[config.mk]
export PLATFORM = sky130hd
export DESIGN_NAME = button_debounce_press_classifier
export DESIGN_NICKNAME = d
export VERILOG_FILES = /design/src/design/bdpc_pkg.sv /design/src/design/bdpc_core.sv /design/src/design/button_debounce_press_classifier.sv
export VERILOG_INCLUDE_DIRS = /design/src /design/src/design
export SDC_FILE = /design/constraint.sdc
export NUM_CORES = 1
export LEC_CHECK = 0
export BUFFER_PORTS_ARGS = -buffer_cell sky130_fd_sc_hd__buf_2
export CORE_MARGIN = 8
export CORE_UTILIZATION = 40
export DETAILED_ROUTE_END_ITERATION = 10
export MAX_ROUTING_LAYER = met4
export PLACE_DENSITY = 0.56
export SLEW_MARGIN = 0
export SYNTH_ARGS = -nofsm -noshare
export SYNTH_HDL_FRONTEND = slang
export SYNTH_SLANG_ARGS = --single-unit
export TNS_END_PERCENT = 50
[constraint.sdc]
create_clock -name clk -period 5.7 [get_ports clk]
set_input_delay 0.57 -clock clk [delete_from_list [all_inputs] [get_ports clk]]
set_output_delay 0.57 -clock clk [all_outputs]
set_load 0.005 [all_outputs]
[src/design/button_debounce_press_classifier_assert.svh]
// Assertion macros used by the top-level design file.
`ifndef BUTTON_DEBOUNCE_PRESS_CLASSIFIER_ASSERT_SVH
`define BUTTON_DEBOUNCE_PRESS_CLASSIFIER_ASSERT_SVH

`ifndef NO_ASSERTIONS
// Check a property on every rising edge outside reset.
`define BDPC_ASSERT(lbl, clk_s, rst_s, prop) \
  lbl: assert property (@(posedge clk_s) disable iff (rst_s) (prop)) \
    else $error("bdpc assertion failed");
// Same check with a caller-supplied message.
`define BDPC_ASSERT_MSG(lbl, clk_s, rst_s, prop, msg) \
  lbl: assert property (@(posedge clk_s) disable iff (rst_s) (prop)) \
    else $error(msg);
`else
`define BDPC_ASSERT(lbl, clk_s, rst_s, prop)
`define BDPC_ASSERT_MSG(lbl, clk_s, rst_s, prop, msg)
`endif

`endif

[src/design/bdpc_pkg.sv]
`default_nettype none

package bdpc_pkg;

  // Width of the tick counters; they saturate at all ones.
  localparam int COUNT_WIDTH = 16;
  // Width of the configuration registers.
  localparam int CFG_WIDTH   = 16;
  // Common width used to compare a counter against a register.
  localparam int CMP_WIDTH   = (COUNT_WIDTH > CFG_WIDTH) ? COUNT_WIDTH : CFG_WIDTH;
  localparam int INDEX_WIDTH = 8;

  // Register indexes.
  localparam logic [INDEX_WIDTH-1:0] REG_DEBOUNCE_TICKS   = INDEX_WIDTH'(0);
  localparam logic [INDEX_WIDTH-1:0] REG_LONG_PRESS_TICKS = INDEX_WIDTH'(1);

  // Reset values of the registers.
  localparam logic [CFG_WIDTH-1:0] DEBOUNCE_RESET   = CFG_WIDTH'(50);
  localparam logic [CFG_WIDTH-1:0] LONG_PRESS_RESET = CFG_WIDTH'(1000);

  typedef logic [COUNT_WIDTH-1:0] count_t;

  // One result item.
  typedef struct packed {
    logic held;
    logic long_press;
    logic short_press;
  } result_t;

  // Configuration write request.
  typedef struct packed {
    logic                   we;
    logic [INDEX_WIDTH-1:0] index;
    logic [CFG_WIDTH-1:0]   data;
  } cfg_wr_t;

  // Saturating increment.
  function automatic count_t sat_inc(input count_t v);
    count_t r;
    r = (v == '1) ? v : v + COUNT_WIDTH'(1);
    return r;
  endfunction

endpackage

`default_nettype wire

[src/design/bdpc_core.sv]
`default_nettype none

// Debounce and press classification state; one sample per step.
module bdpc_core (
  input  wire logic              clk,
  input  wire logic              rst,
  input  wire bdpc_pkg::cfg_wr_t cfg,
  input  wire logic              step,
  input  wire logic              raw_level,
  output bdpc_pkg::result_t      result
);

  logic [bdpc_pkg::CFG_WIDTH-1:0] debounce_ticks;
  logic [bdpc_pkg::CFG_WIDTH-1:0] long_press_ticks;

  logic             last_raw;
  logic             stable_level;
  bdpc_pkg::count_t since_change;
  bdpc_pkg::count_t hold_count;
  logic             long_fired;

  logic             last_raw_next;
  logic             stable_level_next;
  bdpc_pkg::count_t since_change_next;
  bdpc_pkg::count_t hold_count_next;
  logic             long_fired_next;
  logic             accept_level;
  logic             long_hit;

  // Compute the state after this sample and the result it yields.
  always_comb begin
    result = '0;
    hold_count_next = (stable_level == 1'b0) ? bdpc_pkg::sat_inc(hold_count) : hold_count;
    if (raw_level != last_raw) begin
      last_raw_next     = raw_level;
      since_change_next = '0;
    end else begin
      last_raw_next     = last_raw;
      since_change_next = bdpc_pkg::sat_inc(since_change);
    end
    stable_level_next = stable_level;
    long_fired_next   = long_fired;
    accept_level = (bdpc_pkg::CMP_WIDTH'(since_change_next) >=
                    bdpc_pkg::CMP_WIDTH'(debounce_ticks)) && (raw_level != stable_level);
    if (accept_level) begin
      stable_level_next = raw_level;
      if (stable_level) begin
        hold_count_next = '0;
        long_fired_next = 1'b0;
      end else begin
        result.short_press = !long_fired;
      end
    end
    long_hit = !stable_level_next && !long_fired_next &&
               (bdpc_pkg::CMP_WIDTH'(hold_count_next) >=
                bdpc_pkg::CMP_WIDTH'(long_press_ticks));
    result.long_press = long_hit;
    long_fired_next   = long_fired_next | long_hit;
    result.held       = !stable_level_next;
  end

  // Hold configuration and advance state on each accepted sample.
  always_ff @(posedge clk) begin
    if (rst) begin
      debounce_ticks   <= bdpc_pkg::DEBOUNCE_RESET;
      long_press_ticks <= bdpc_pkg::LONG_PRESS_RESET;
      last_raw         <= 1'b1;
      stable_level     <= 1'b1;
      since_change     <= '0;
      hold_count       <= '0;
      long_fired       <= 1'b0;
    end else begin
      if (cfg.we) begin
        if (cfg.index == bdpc_pkg::REG_DEBOUNCE_TICKS) begin
          debounce_ticks <= cfg.data;
        end else if (cfg.index == bdpc_pkg::REG_LONG_PRESS_TICKS) begin
          long_press_ticks <= cfg.data;
        end
      end
      if (step) begin
        last_raw     <= last_raw_next;
        stable_level <= stable_level_next;
        since_change <= since_change_next;
        hold_count   <= hold_count_next;
        long_fired   <= long_fired_next;
      end
    end
  end

endmodule

`default_nettype wire

[src/design/button_debounce_press_classifier.sv]
// Channel   Dir  Handshake            Payload
// s_axis    in   s_tvalid/s_tready    s_tdata[0] raw_level
// m_axis    out  m_tvalid/m_tready    m_tdata[0] short, [1] long, [2] held
// cfg       in   cfg_valid/cfg_ready  cfg_index, cfg_data (16 bit)
//
// One sample per cycle unless m_tready stalls; its result shows in the next cycle.
// The state update is a single pass of counter and compare logic feeding
// the output register; s_tready is high whenever that register is empty or
// being drained, so a stalled m_tready stalls input one-for-one.
// Synchronous reset restores both registers and the released-button state.
`default_nettype none

`include "button_debounce_press_classifier_assert.svh"

module button_debounce_press_classifier (
  input  wire logic                               clk,
  input  wire logic                               rst,
  input  wire logic                               s_tvalid,
  output      logic                               s_tready,
  input  wire logic [7:0]                         s_tdata,   // [0] raw_level
  output      logic                               m_tvalid,
  input  wire logic                               m_tready,
  output      logic [7:0]                         m_tdata,   // [0] short_press,
                                                             // [1] long_press, [2] held
  input  wire logic                               cfg_valid,
  output      logic                               cfg_ready,
  input  wire logic [bdpc_pkg::INDEX_WIDTH-1:0]   cfg_index,
  input  wire logic [bdpc_pkg::CFG_WIDTH-1:0]     cfg_data
);

  bdpc_pkg::cfg_wr_t cfg;
  bdpc_pkg::result_t result;
  bdpc_pkg::result_t out_reg;
  logic              step;

  assign cfg_ready = 1'b1;
  assign cfg.we    = cfg_valid;
  assign cfg.index = cfg_index;
  assign cfg.data  = cfg_data;

  assign s_tready = !m_tvalid || m_tready;
  assign step     = s_tvalid && s_tready;

  bdpc_core u_core (
    .clk       (clk),
    .rst       (rst),
    .cfg       (cfg),
    .step      (step),
    .raw_level (s_tdata[0]),
    .result    (result)
  );

  // Load the output register on each transaction, drop valid once taken.
  always_ff @(posedge clk) begin
    if (rst) begin
      m_tvalid <= 1'b0;
    end else if (step) begin
      m_tvalid <= 1'b1;
    end else if (m_tready) begin
      m_tvalid <= 1'b0;
    end
  end

  always_ff @(posedge clk) begin
    if (step) begin
      out_reg <= result;
    end
  end

  assign m_tdata = {5'b0, out_reg.held, out_reg.long_press, out_reg.short_press};

  `BDPC_ASSERT(a_press_exclusive, clk, rst, !(m_tvalid && m_tdata[0] && m_tdata[1]))
  `BDPC_ASSERT(a_short_released, clk, rst, (m_tvalid && m_tdata[0]) |-> !m_tdata[2])
  `BDPC_ASSERT_MSG(a_long_held, clk, rst, (m_tvalid && m_tdata[1]) |-> m_tdata[2], "long, not held")
  `BDPC_ASSERT_MSG(a_result_follows, clk, rst, (s_tvalid && s_tready) |=> m_tvalid, "no result")

endmodule

`default_nettype wire
* Yosys cells after proc, flatten, opt, wreduce, memory -nomap -nowiden
Index checks and enable logic that the tools add are counted.
Word-level totals: register bits 71, bits of input ports 37, logic and storage cells 49
Cells by class: muxes and demuxes 11, add/subtract/negate cells 2, bitwise gates (word level) 3, reduce and logical (&&, ||, !) cells 15, $lt $le $gt $ge 2, equality and inequality tests 5
Operators with widths (number):
- 16-bit 2-to-1 mux | 6
- 16-bit by 1-bit adder with 16-bit output, second input constant | 2
- 16-bit equality test, second input constant | 2
- 16-bit greater-or-equal comparator | 2
- 8-bit by 1-bit equality test with 1-bit output, second input constant | 1
- 8-bit zero test | 1
- 1-bit 2-to-1 mux | 5
- 1-bit logical AND | 4
- 1-bit zero test | 4
- 2-bit AND reduction | 2
- 3-bit AND reduction | 1
- 1-bit != test | 2
- 1-bit inverter | 2
- 2-bit nonzero test | 1
- 2-bit OR reduction | 1
- 1-bit logical OR | 1
- 1-bit OR | 1

* Logic depth before layout (Yosys ltp)
Gate-level depths: netlist of the first run.
word-level depth 10, depth in mapped cells 22

* Modules after synthesis
A second synthesis of the first run with hierarchy kept.
Second synthesis, totals: cells, all modules 563, area total of the unflattened synthesis 4610.7 um^2
By module, submodules not included:
- bdpc_core | seq. area each 1341.3 um^2, instances 1, area each 4413.0 um^2, cells each 547
- button_debounce_press_classifier | seq. area each 110.1 um^2, instances 1, area each 197.7 um^2, cells each 16

* Least setup slack after synthesis of the first run
No wires, ideal clock.
path kind register -> register, from register u_core.since_change[8], to register out_reg (netlist bit m_tdata[1]), data pin, slack 1.091 ns, library setup time 0.260 ns, cell stages (with the launch flop) 23, buffers on the path 4, data arrival time 4.349 ns, cell sequence dfxtp_1 > buf_6 > nand4_1 > or2_1 > or4_4 > buf_6 > a31oi_1 > o21a_1 > ha_1 > and4_1 > nand4_1 > o311a_1 > a311oi_1 > clkbuf_1 > buf_2 > nor2_1 > ha_1 > a21oi_1 > o21ai_0 > a2111oi_0 > o21ai_0 > o221ai_1 > nor2_1
RTL lines:
- from (decl) | RTL line bdpc_core.sv:18 | bdpc_pkg::count_t since_change;
- from (signal assigned) | RTL line bdpc_core.sv:83 | since_change <= since_change_next;
- to (signal assigned) | RTL line button_debounce_press_classifier.sv:66 | out_reg <= result;
- to (decl) | RTL line button_debounce_press_classifier.sv:33 | bdpc_pkg::result_t out_reg;

==> run_results.csv, run 1 <==
group,metric,value,unit
clock_network,cts_max_path_buffers,2,
power_and_ir_drop,power.density,237.2,nW/um^2
logic_synthesis,synthFlopType,"dfxtp_1",
min_path,hold_end,"u_core.long_press_ticks[3]",
critical_path,crit_arrival,5.54,ns
power_and_ir_drop,pwr-share-seq,0.414,
timing,setup_violations,0,
power_and_ir_drop,comb_power_share,0.061,
critical_path,cp-start-kind,"flip-flop",
route,vias,4016,
timing,rsz0062_at_grt,"no",
logic_synthesis,avgSynthCellArea,8.094,sq um
timing,period_minus_slack,5.462,ns
route,drtIter0Drc,233,
clock_network,cts_hold_buffers,0,
route,wl_per_cell,14.85,um
clock_network,cts.sinks,71,
route,finalWirelength,10910,um
logic_synthesis,yosys_warnings,0,
die,boundaryPins,48,
logic_synthesis,yosys.area_share.simple,0.2202,
critical_path,slowest_delay,0.61,ns
power_and_ir_drop,internal-power,0.0009593,W
power_and_ir_drop,p_switching,0.0002609,W
placement,portBuffers,34,
outcome,status,"complete, no violations",
critical_path,rrSetupSlack,0.24,ns
route,drtPass1Iterations,5,
logic_synthesis,synth_fa_ha_area_frac,0.09302,
logic_synthesis,yosysUniqueCellTypes,65,
critical_path,cp_top_family,"compound AO/OA/AOI/OAI gates",
logic_synthesis,postSynth.asyncResetShare,0,
power_and_ir_drop,ir_drop,0.0001513,V
logic_synthesis,synthTopCellsByCount,"83 x nor2_1, 68 x dfxtp_1, 48 x inv_1",
run,max-cap-violations,0,
critical_path,crit_buf_inv,1,
logic_synthesis,synth_edf_count,3,
critical_path,critPathMaxFanout,13,
timing,finalHoldViolCount,0,
timing,fmax,183.1,MHz
critical_path,cp_slowest_cell,"or4_4",
layout,layout.nets,658,
min_path,hold_path.class,"reg -> reg",
logic_synthesis,synth_top_area_cell,"dfxtp_1",
route,drtAntennaViolNets,0,
die,core-area,11270,sq um
layout,antennaDiodeCount,0,
logic_synthesis,synth_compound_area_frac,0.1759,
logic_synthesis,ys_seq_area_frac,0.3174,
layout,drive_gt1_frac,0.1267,
power_and_ir_drop,p_clk_frac,0.526,
die,row_count,39,
global_route,antenna_found_initial,0,
logic_synthesis,yosysMostFrequentCell,"nor2_1",
global_route,grt_pass1_vias,3861,
logic_synthesis,synthesis.area,4573,sq um
die,die_w,122.9,um
die,initial_utilization,0.4057,
critical_path,critPathKind,"reg -> reg",
logic_synthesis,synth_cells,565,
global_route,grtUsageTotal,0.1552,
critical_path,path_cells,"nand4_1 -> or2_1 -> or4_4 -> a31oi_1 -> o21a_1 -> ha_1 -> and4_1 -> nand4_1 -> o311a_1 -> a311oi_4 -> buf_4 -> a31oi_1 -> o21a_1 -> ha_1 -> a21oi_1 -> o21ai_0 -> a2111oi_0 -> o21ai_0 -> o221ai_1 -> nor2_1",
power_and_ir_drop,power.total,0.001220,W
critical_path,r2r_end,"m_tdata[1]",
route,viasPerCell,5.464,
timing,period_share,0.9582,
critical_path,worstPathRequired,5.78,ns
global_route,grt_first_pass_wirelength,18280,um
logic_synthesis,yosys-top-cells-area,"dfxtp_1 30%, ha_1 9.3%, nor2_1 6.8%",
min_path,hp-start,"u_core.long_press_ticks[3]",
logic_synthesis,synthMuxAreaShare,0.05499,
timing,slew_viol_final,0,
clock_network,clock_latency,0.33,ns
power_and_ir_drop,power.leakage,2.174,nW
power_and_ir_drop,p_sw_frac,0.2138,
critical_path,end_kind,"flip-flop",
placement,post-dp-hpwl,7937,um
layout,num-fill-cells,1112,
die,fp.dieH,122.9,um
clock_network,cts_max_level,3,
timing,skew,0.007099,ns
clock_network,clk_pin_slew,0.06,ns
clock_network,cts-root-buf,"clkbuf_16",
timing,worst_pin_slew,1.123,ns
critical_path,r2r_start,"u_core.since_change[7]",
route,drc_errors,0,
die,die_area,15110,sq um
logic_synthesis,synth-xor-area-share,0.04405,
logic_synthesis,synth_seq_cells,71,
logic_synthesis,synth_top_family_by_area,"simple AND/OR/NAND/NOR gates",
clock_network,cts_tree,"yes",
placement,finalWeightedCongestion,0.8064,
timing,relSlewSlack,0.2493,
global_route,grt-ovfl-total,0,
min_path,whs_path_depth,1,
layout,area_growth,12.50,%
critical_path,r2r_cells,20,
clock_network,numCtsBuffers,9,
logic_synthesis,yosys.area.top_type_share,0.2977,
global_route,grt_max_degree,71,
timing,tns,0,ns
## layout by cell type (no fill, tap or decap), types with 9 or more instances in the layout
cell type,count
nor2_1,82
dfxtp_1,68
inv_1,48
nand2_1,35
ha_1,34
buf_2,34
a21oi_1,33
mux2i_1,24
nand3_1,18
a31oi_1,16
xor2_1,14
nor3_1,12
o21ai_0,11
buf_4,11
nand4_1,10
a211o_1,10
o21a_1,9
xnor2_1,9
or3_1,9
clkbuf_16,9
## how the worst max path moves through the flow
stage,depth (start not counted),slack (ns),endpoint,from
4_1_cts,21,0.31,m_tdata[1],u_core.since_change[4]
3_3_place_gp,21,0.37,m_tdata[1],u_core.since_change[4]
3_5_place_dp,21,0.33,m_tdata[1],u_core.since_change[4]
6_report,20,0.24,m_tdata[1],u_core.since_change[7]
5_1_grt,20,0.02,m_tdata[1],u_core.since_change[7]
2_1_floorplan,22,1.09,m_tdata[1],u_core.since_change[8]
## state kept, by name, summed over array words and instances (netlist names)
register	cells
u_core.debounce_ticks	16
u_core.stable_level	1
u_core.long_press_ticks	16
u_core.long_fired	1
m_tvalid	1
m_tdata	3
u_core.hold_count	16
u_core.last_raw	1
u_core.since_change	16
## stage by stage
stage                     setup slack [ns]  area (sq um)  hold slack, ns  utilization  cells
after CTS                           0.3075          5129          0.4656       0.4550    735
after floorplan                      1.091          4588          0.4354            -    569
after global routing               0.02005          5145          0.4711       0.4564    735
after global placement              0.3671          4785          0.4510       0.4245    719
final                               0.2383          5145          0.4625       0.4564    735
after detailed placement            0.3339          4785          0.4521       0.4245    719
## metal layers
metal	global-route usage	part of all wire	vias up	routed length [um]
met5	-	0	-	0
met4	0.04113	0.0083	0	91
met3	0.03105	0.046	7	507
met2	0.2287	0.42	95	4618
met1	0.2115	0.52	1894	5696
li1	-	-	2020	-
## cells by family after synthesis
kind of cell	after synthesis
AND/OR/NAND/NOR	206
buffers and inverters	86
XOR/XNOR	23
adder cells (fa/ha/maj)	34
AO/OA/AOI/OAI	118
multiplexers	25
other	2
flip-flops	71
## area by class of cell
type / instances / area (sq um) / share of cell area
multi-input combinational: 412 / 2738 / 0.5321
clock inverter: 2 / 60.06 / 0.01167
sequential: 71 / 1451 / 0.2821
inverter: 48 / 180.2 / 0.03502
timing repair buffer: 45 / 252.7 / 0.04912
tap: 143 / 178.9 / 0.03478
clock buffer: 14 / 284.0 / 0.05520
## power by group through the flow
stage	registers, W	logic (W)	clock network, W
final	0.000505	0.0000740	0.000641
after global routing	0.000505	0.0000823	0.000674
after CTS	0.000505	0.0000743	0.000654
after detailed placement	0.000516	0.0000741	0
after global placement	0.000516	0.0000731	0
after floorplan	0.000516	0.0000480	0
## what timing repair did
action,in CTS,in global routing
endpoints found under the setup margin,0,2
gates resized for setup,0,2
setup buffers,0,0
Note: power is estimated with default switching activity, not from simulation.
==> run 2, diff against run 1 <==
--- a/config.mk
+++ b/config.mk
@@ -7,6 +7,7 @@
 export NUM_CORES = 1
 export LEC_CHECK = 0
 export BUFFER_PORTS_ARGS = -buffer_cell sky130_fd_sc_hd__buf_2
+export CORE_ASPECT_RATIO = 0.5
 export CORE_MARGIN = 8
 export CORE_UTILIZATION = 40
 export DETAILED_ROUTE_END_ITERATION = 10
==> run_results.csv, run 2 (synthesis gave the netlist of run 1 again) <==
group,metric,value,unit
route,vias,3819,
critical_path,end_kind,"flip-flop",
critical_path,worstPathRequired,5.77,ns
clock_network,cts_setup_buffers,0,
critical_path,critPathMaxFanout,30,
global_route,grtUsageTotal,0.1457,
critical_path,cp_top_family,"compound AO/OA/AOI/OAI gates",
die,die_area,15320,sq um
placement,post-place-ws,0.5945,ns
route,drtAntennaViolNets,0,
die,fp.dieH,91.61,um
die,row_count,27,
clock_network,clk_pin_slew,0.06,ns
clock_network,cts-root-buf,"clkbuf_16",
layout,most-common-layout-cells,"82 x nor2_1, 68 x dfxtp_1, 48 x inv_1",
critical_path,slowest_delay,0.61,ns
min_path,hp-start,"u_core.long_press_ticks[7]",
timing,fin_hold_ws,0.4590,ns
global_route,antenna_found_initial,0,
layout,num-fill-cells,1104,
clock_network,cts_hold_buffers,0,
clock_network,cts_max_path_buffers,2,
critical_path,critPathLaunch,"u_core.since_change[7]",
layout,utilization,0.4572,
timing,setup_violations,0,
die,die_w,167.2,um
route,drtIter0Drc,146,
power_and_ir_drop,power.density,223.5,nW/um^2
layout,ff_latch_area,1451,sq um
die,initial_utilization,0.4127,
timing,period_minus_slack,5.113,ns
critical_path,r2r_end,"m_tdata[1]",
critical_path,crit_arrival,5.19,ns
critical_path,r2r_start,"u_core.since_change[7]",
die,core-area,11080,sq um
critical_path,endpoint,"m_tdata[1]",
power_and_ir_drop,ir_drop,0.0001308,V
clock_network,clock_latency,0.33,ns
timing,fin_ws,0.5873,ns
timing,worst_pin_slew,1.131,ns
timing,finalHoldViolCount,0,
timing,tns,0,ns
placement,finalWeightedCongestion,0.8376,
clock_network,cts.sinks,71,
route,viasPerCell,5.210,
critical_path,r2r_cells,20,
layout,antennaDiodeCount,0,
clock_network,cts_max_level,3,
route,finalWirelength,10720,um
critical_path,critPathKind,"reg -> reg",
global_route,grt_first_pass_wirelength,17990,um
critical_path,crit_buf_inv,1,
timing,slew_viol_final,0,
placement,post-dp-hpwl,7480,um
global_route,grt-ovfl-total,0,
timing,period_share,0.8970,
layout,area_growth,10.78,%
global_route,grt_pass1_vias,3632,
timing,rsz0062_at_grt,"no",
critical_path,crit_cells,20,
global_route,grt_max_degree,71,
min_path,hold_path.class,"reg -> reg",
layout,multiInputGateArea,2721,sq um
clock_network,cts_tree,"yes",
route,wl_per_cell,14.62,um
critical_path,cp-start-kind,"flip-flop",
die,boundaryPins,48,
clock_network,numCtsBuffers,9,
route,drtPass1Iterations,4,
layout,layout.nets,654,
layout,final_common_cell,"nor2_1",
timing,fmax,195.6,MHz
power_and_ir_drop,power.leakage,2.132,nW
timing,skew,0.005643,ns
layout,final_cell_area,5066,sq um
run,max-cap-violations,0,
placement,dpl_cell_area,4770,sq um
critical_path,rrSetupSlack,0.59,ns
layout,drive_gt1_frac,0.1190,
placement,portBuffers,34,
outcome,status,"complete, no violations",
timing,relSlewSlack,0.2452,
critical_path,cp_slowest_cell,"or4_4",
critical_path,path_cells,"nand4_1 -> or2_1 -> or4_4 -> xor2_1 -> nand2_1 -> ha_1 -> nand2b_1 -> a2111oi_0 -> o311a_1 -> a311oi_2 -> buf_12 -> a31o_2 -> nor2_1 -> ha_1 -> a21oi_1 -> o21ai_0 -> a2111oi_0 -> o21ai_0 -> o221ai_1 -> nor2_1",
clock_network,cts-resized-gates,0,
route,drc_errors,0,
run 2: changes by cell type in the layout (fill, tap and decap cells not counted), sizes merged:
cell / delta
clkinvlp: +1
clkinv: +1
bufinv: -2
buf: -4
run 2: cell type report:
class                   count  share of cell area
multi-input cells         412              0.5372
flip-flops and latches     71              0.2865
clock buffers              14             0.05606
clock inverters             2            0.002470
repair buffers             41             0.04643
well taps                 145             0.03581
inverters                  48             0.03556
run 2: layer usage:
layer,up-vias,part of all wire,GRT usage
met4,0,0.010,0.04354
met5,-,0,-
met2,44,0.45,0.2290
li1,2003,-,-
met1,1761,0.51,0.1839
met3,11,0.027,0.03411
run 2: stage by stage:
stage / power [W] / cells
2_1_floorplan: 0.0005636 / 569
3_3_place_gp: 0.0005862 / 717
3_5_place_dp: 0.0005862 / 717
4_1_cts: 0.001149 / 733
5_1_grt: 0.001170 / 733
6_report: 0.001132 / 733
run 2: power breakdown:
group          internal [W]  switching [W]
Sequential         0.000503     0.00000220
Combinational     0.0000230      0.0000478
Clock              0.000342       0.000215
run 2: how the worst min path moves through the flow:
stage,to,cells past startpoint
after floorplan,u_core.long_press_ticks[3],1
after global placement,u_core.long_press_ticks[3],1
after detailed placement,u_core.long_press_ticks[7],1
after CTS,u_core.debounce_ticks[4],2
after global routing,u_core.debounce_ticks[4],2
final,u_core.long_press_ticks[7],1
==> run 3, diff against run 2 <==
--- a/config.mk
+++ b/config.mk
@@ -7,12 +7,12 @@
 export NUM_CORES = 1
 export LEC_CHECK = 0
 export BUFFER_PORTS_ARGS = -buffer_cell sky130_fd_sc_hd__buf_2
-export CORE_ASPECT_RATIO = 0.5
+export CORE_ASPECT_RATIO = 1.75
 export CORE_MARGIN = 8
 export CORE_UTILIZATION = 40
 export DETAILED_ROUTE_END_ITERATION = 10
 export MAX_ROUTING_LAYER = met4
-export PLACE_DENSITY = 0.56
+export PLACE_DENSITY = 0.55
 export SLEW_MARGIN = 0
 export SYNTH_ARGS = -nofsm -noshare
 export SYNTH_HDL_FRONTEND = slang
==> run_results.csv, run 3 (synthesis gave the netlist of run 1 again) <==
group,metric,value,unit
outcome,status,"complete, no violations",
timing,relSlewSlack,0.2720,
power_and_ir_drop,ir_drop,0.0001463,V
die,initial_utilization,0.4095,
power_and_ir_drop,p_clk_frac,0.485,
die,boundaryPins,48,
clock_network,clock_latency,0.34,ns
timing,period_share,0.9090,
timing,fin_ws,0.5189,ns
route,drc_errors,0,
die,die_w,96.83,um
critical_path,rrSetupSlack,0.52,ns
route,vias,3953,
power_and_ir_drop,pwr-share-seq,0.450,
global_route,antenna_found_initial,0,
timing,rsz0062_at_grt,"no",
critical_path,critPathKind,"reg -> reg",
power_and_ir_drop,p_switching,0.0002758,W
route,drtIter0Drc,158,
critical_path,crit_buf_inv,1,
die,die_area,15240,sq um
global_route,grt_pass1_vias,3832,
clock_network,cts_setup_buffers,0,
clock_network,cts-root-buf,"clkbuf_16",
route,finalWirelength,11870,um
route,viasPerCell,5.490,
placement,portBuffers,34,
timing,period_minus_slack,5.181,ns
clock_network,cts-resized-gates,0,
route,wl_per_cell,16.49,um
layout,final_common_cell,"nor2_1",
timing,skew,0.004797,ns
clock_network,cts_tree,"yes",
global_route,grt_first_pass_wirelength,18960,um
critical_path,cp_top_family,"compound AO/OA/AOI/OAI gates",
layout,most-common-layout-cells,"82 x nor2_1, 67 x dfxtp_1, 48 x inv_1",
power_and_ir_drop,p_sw_frac,0.2457,
power_and_ir_drop,power.density,222.5,nW/um^2
critical_path,end_kind,"flip-flop",
timing,finalHoldViolCount,0,
run,max-cap-violations,0,
clock_network,cts.sinks,71,
power_and_ir_drop,power.leakage,2.126,nW
timing,worst_pin_slew,1.091,ns
placement,post-place-ws,0.3955,ns
critical_path,cp-start-kind,"flip-flop",
layout,area_growth,10.29,%
timing,fmax,193.0,MHz
min_path,hold_path.class,"reg -> reg",
layout,layout.nets,654,
layout,final_cell_area,5044,sq um
timing,setup_violations,0,
timing,tns,0,ns
critical_path,cp_slowest_cell,"or4_4",
layout,drive_gt1_frac,0.1224,
global_route,grt-ovfl-total,0,
clock_network,cts_max_level,3,
die,row_count,51,
placement,post-dp-hpwl,8698,um
layout,instances_no_fill,720,
critical_path,critPathMaxFanout,30,
power_and_ir_drop,internal-power,0.0008465,W
placement,finalWeightedCongestion,0.8291,
layout,antennaDiodeCount,0,
die,fp.dieH,157.4,um
timing,slew_viol_final,0,
route,drtAntennaViolNets,0,
timing,fin_hold_ws,0.4571,ns
clock_network,numCtsBuffers,9,
clock_network,clk_pin_slew,0.06,ns
placement,dp.cells,704,
clock_network,cts_hold_buffers,0,
clock_network,cts_max_path_buffers,2,
die,core-area,11170,sq um
power_and_ir_drop,comb_power_share,0.065,
critical_path,slowest_delay,0.61,ns
critical_path,worstPathRequired,5.78,ns
placement,dpl_cell_area,4753,sq um
global_route,grtUsageTotal,0.1580,
global_route,grt_max_degree,71,
critical_path,path_cells,"nand4_1 -> or2_1 -> or4_4 -> xor2_1 -> nand2_1 -> ha_1 -> nand2b_1 -> a2111oi_0 -> o311a_1 -> a311oi_2 -> buf_12 -> a31o_2 -> nor2_1 -> ha_1 -> a21oi_1 -> o21ai_0 -> a2111oi_0 -> o21ai_0 -> o221ai_1 -> nor2_1",
critical_path,crit_arrival,5.26,ns
route,drtPass1Iterations,4,
[run 3: power by group through the flow]
stage	clock network, W	registers (W)	logic [W]
final	0.000544	0.000505	0.0000729
after global routing	0.000575	0.000505	0.0000804
after CTS	0.000555	0.000505	0.0000733
after detailed placement	0	0.000516	0.0000728
after global placement	0	0.000516	0.0000725
after floorplan	0	0.000516	0.0000480
[run 3: final cells by class]
cell class / instances / area [sq um]
inverters: 48 / 180.2
fillers: 1110 / 6123
clock inverters: 4 / 27.53
multi-input cells: 412 / 2726
well taps: 132 / 165.2
repair buffers: 41 / 235.2
flip-flops and latches: 71 / 1453
clock buffers: 12 / 256.5
[run 3: worst paths after layout]
path | from | to | cells past startpoint
setup / recovery | u_core.since_change[7] | m_tdata[1] | 20
hold / removal | u_core.long_press_ticks[8] | u_core.long_press_ticks[8] | 1
setup reg to reg | u_core.since_change[7] | m_tdata[1] | 20
hold reg to reg | u_core.long_press_ticks[8] | u_core.long_press_ticks[8] | 1
[run 3: layer usage]
metal	track usage	vias up	share of wire
li1	-	2018	-
met4	0.08327	0	0.037
met2	0.2950	61	0.55
met5	-	-	0
met3	0.02633	24	0.022
met1	0.1525	1850	0.39
[run 3: stage by stage]
step / total power, W / util
2_1_floorplan: 0.0005636 / -
3_3_place_gp: 0.0005884 / 0.4257
3_5_place_dp: 0.0005887 / 0.4257
4_1_cts: 0.001133 / 0.4511
5_1_grt: 0.001160 / 0.4517
6_report: 0.001122 / 0.4517
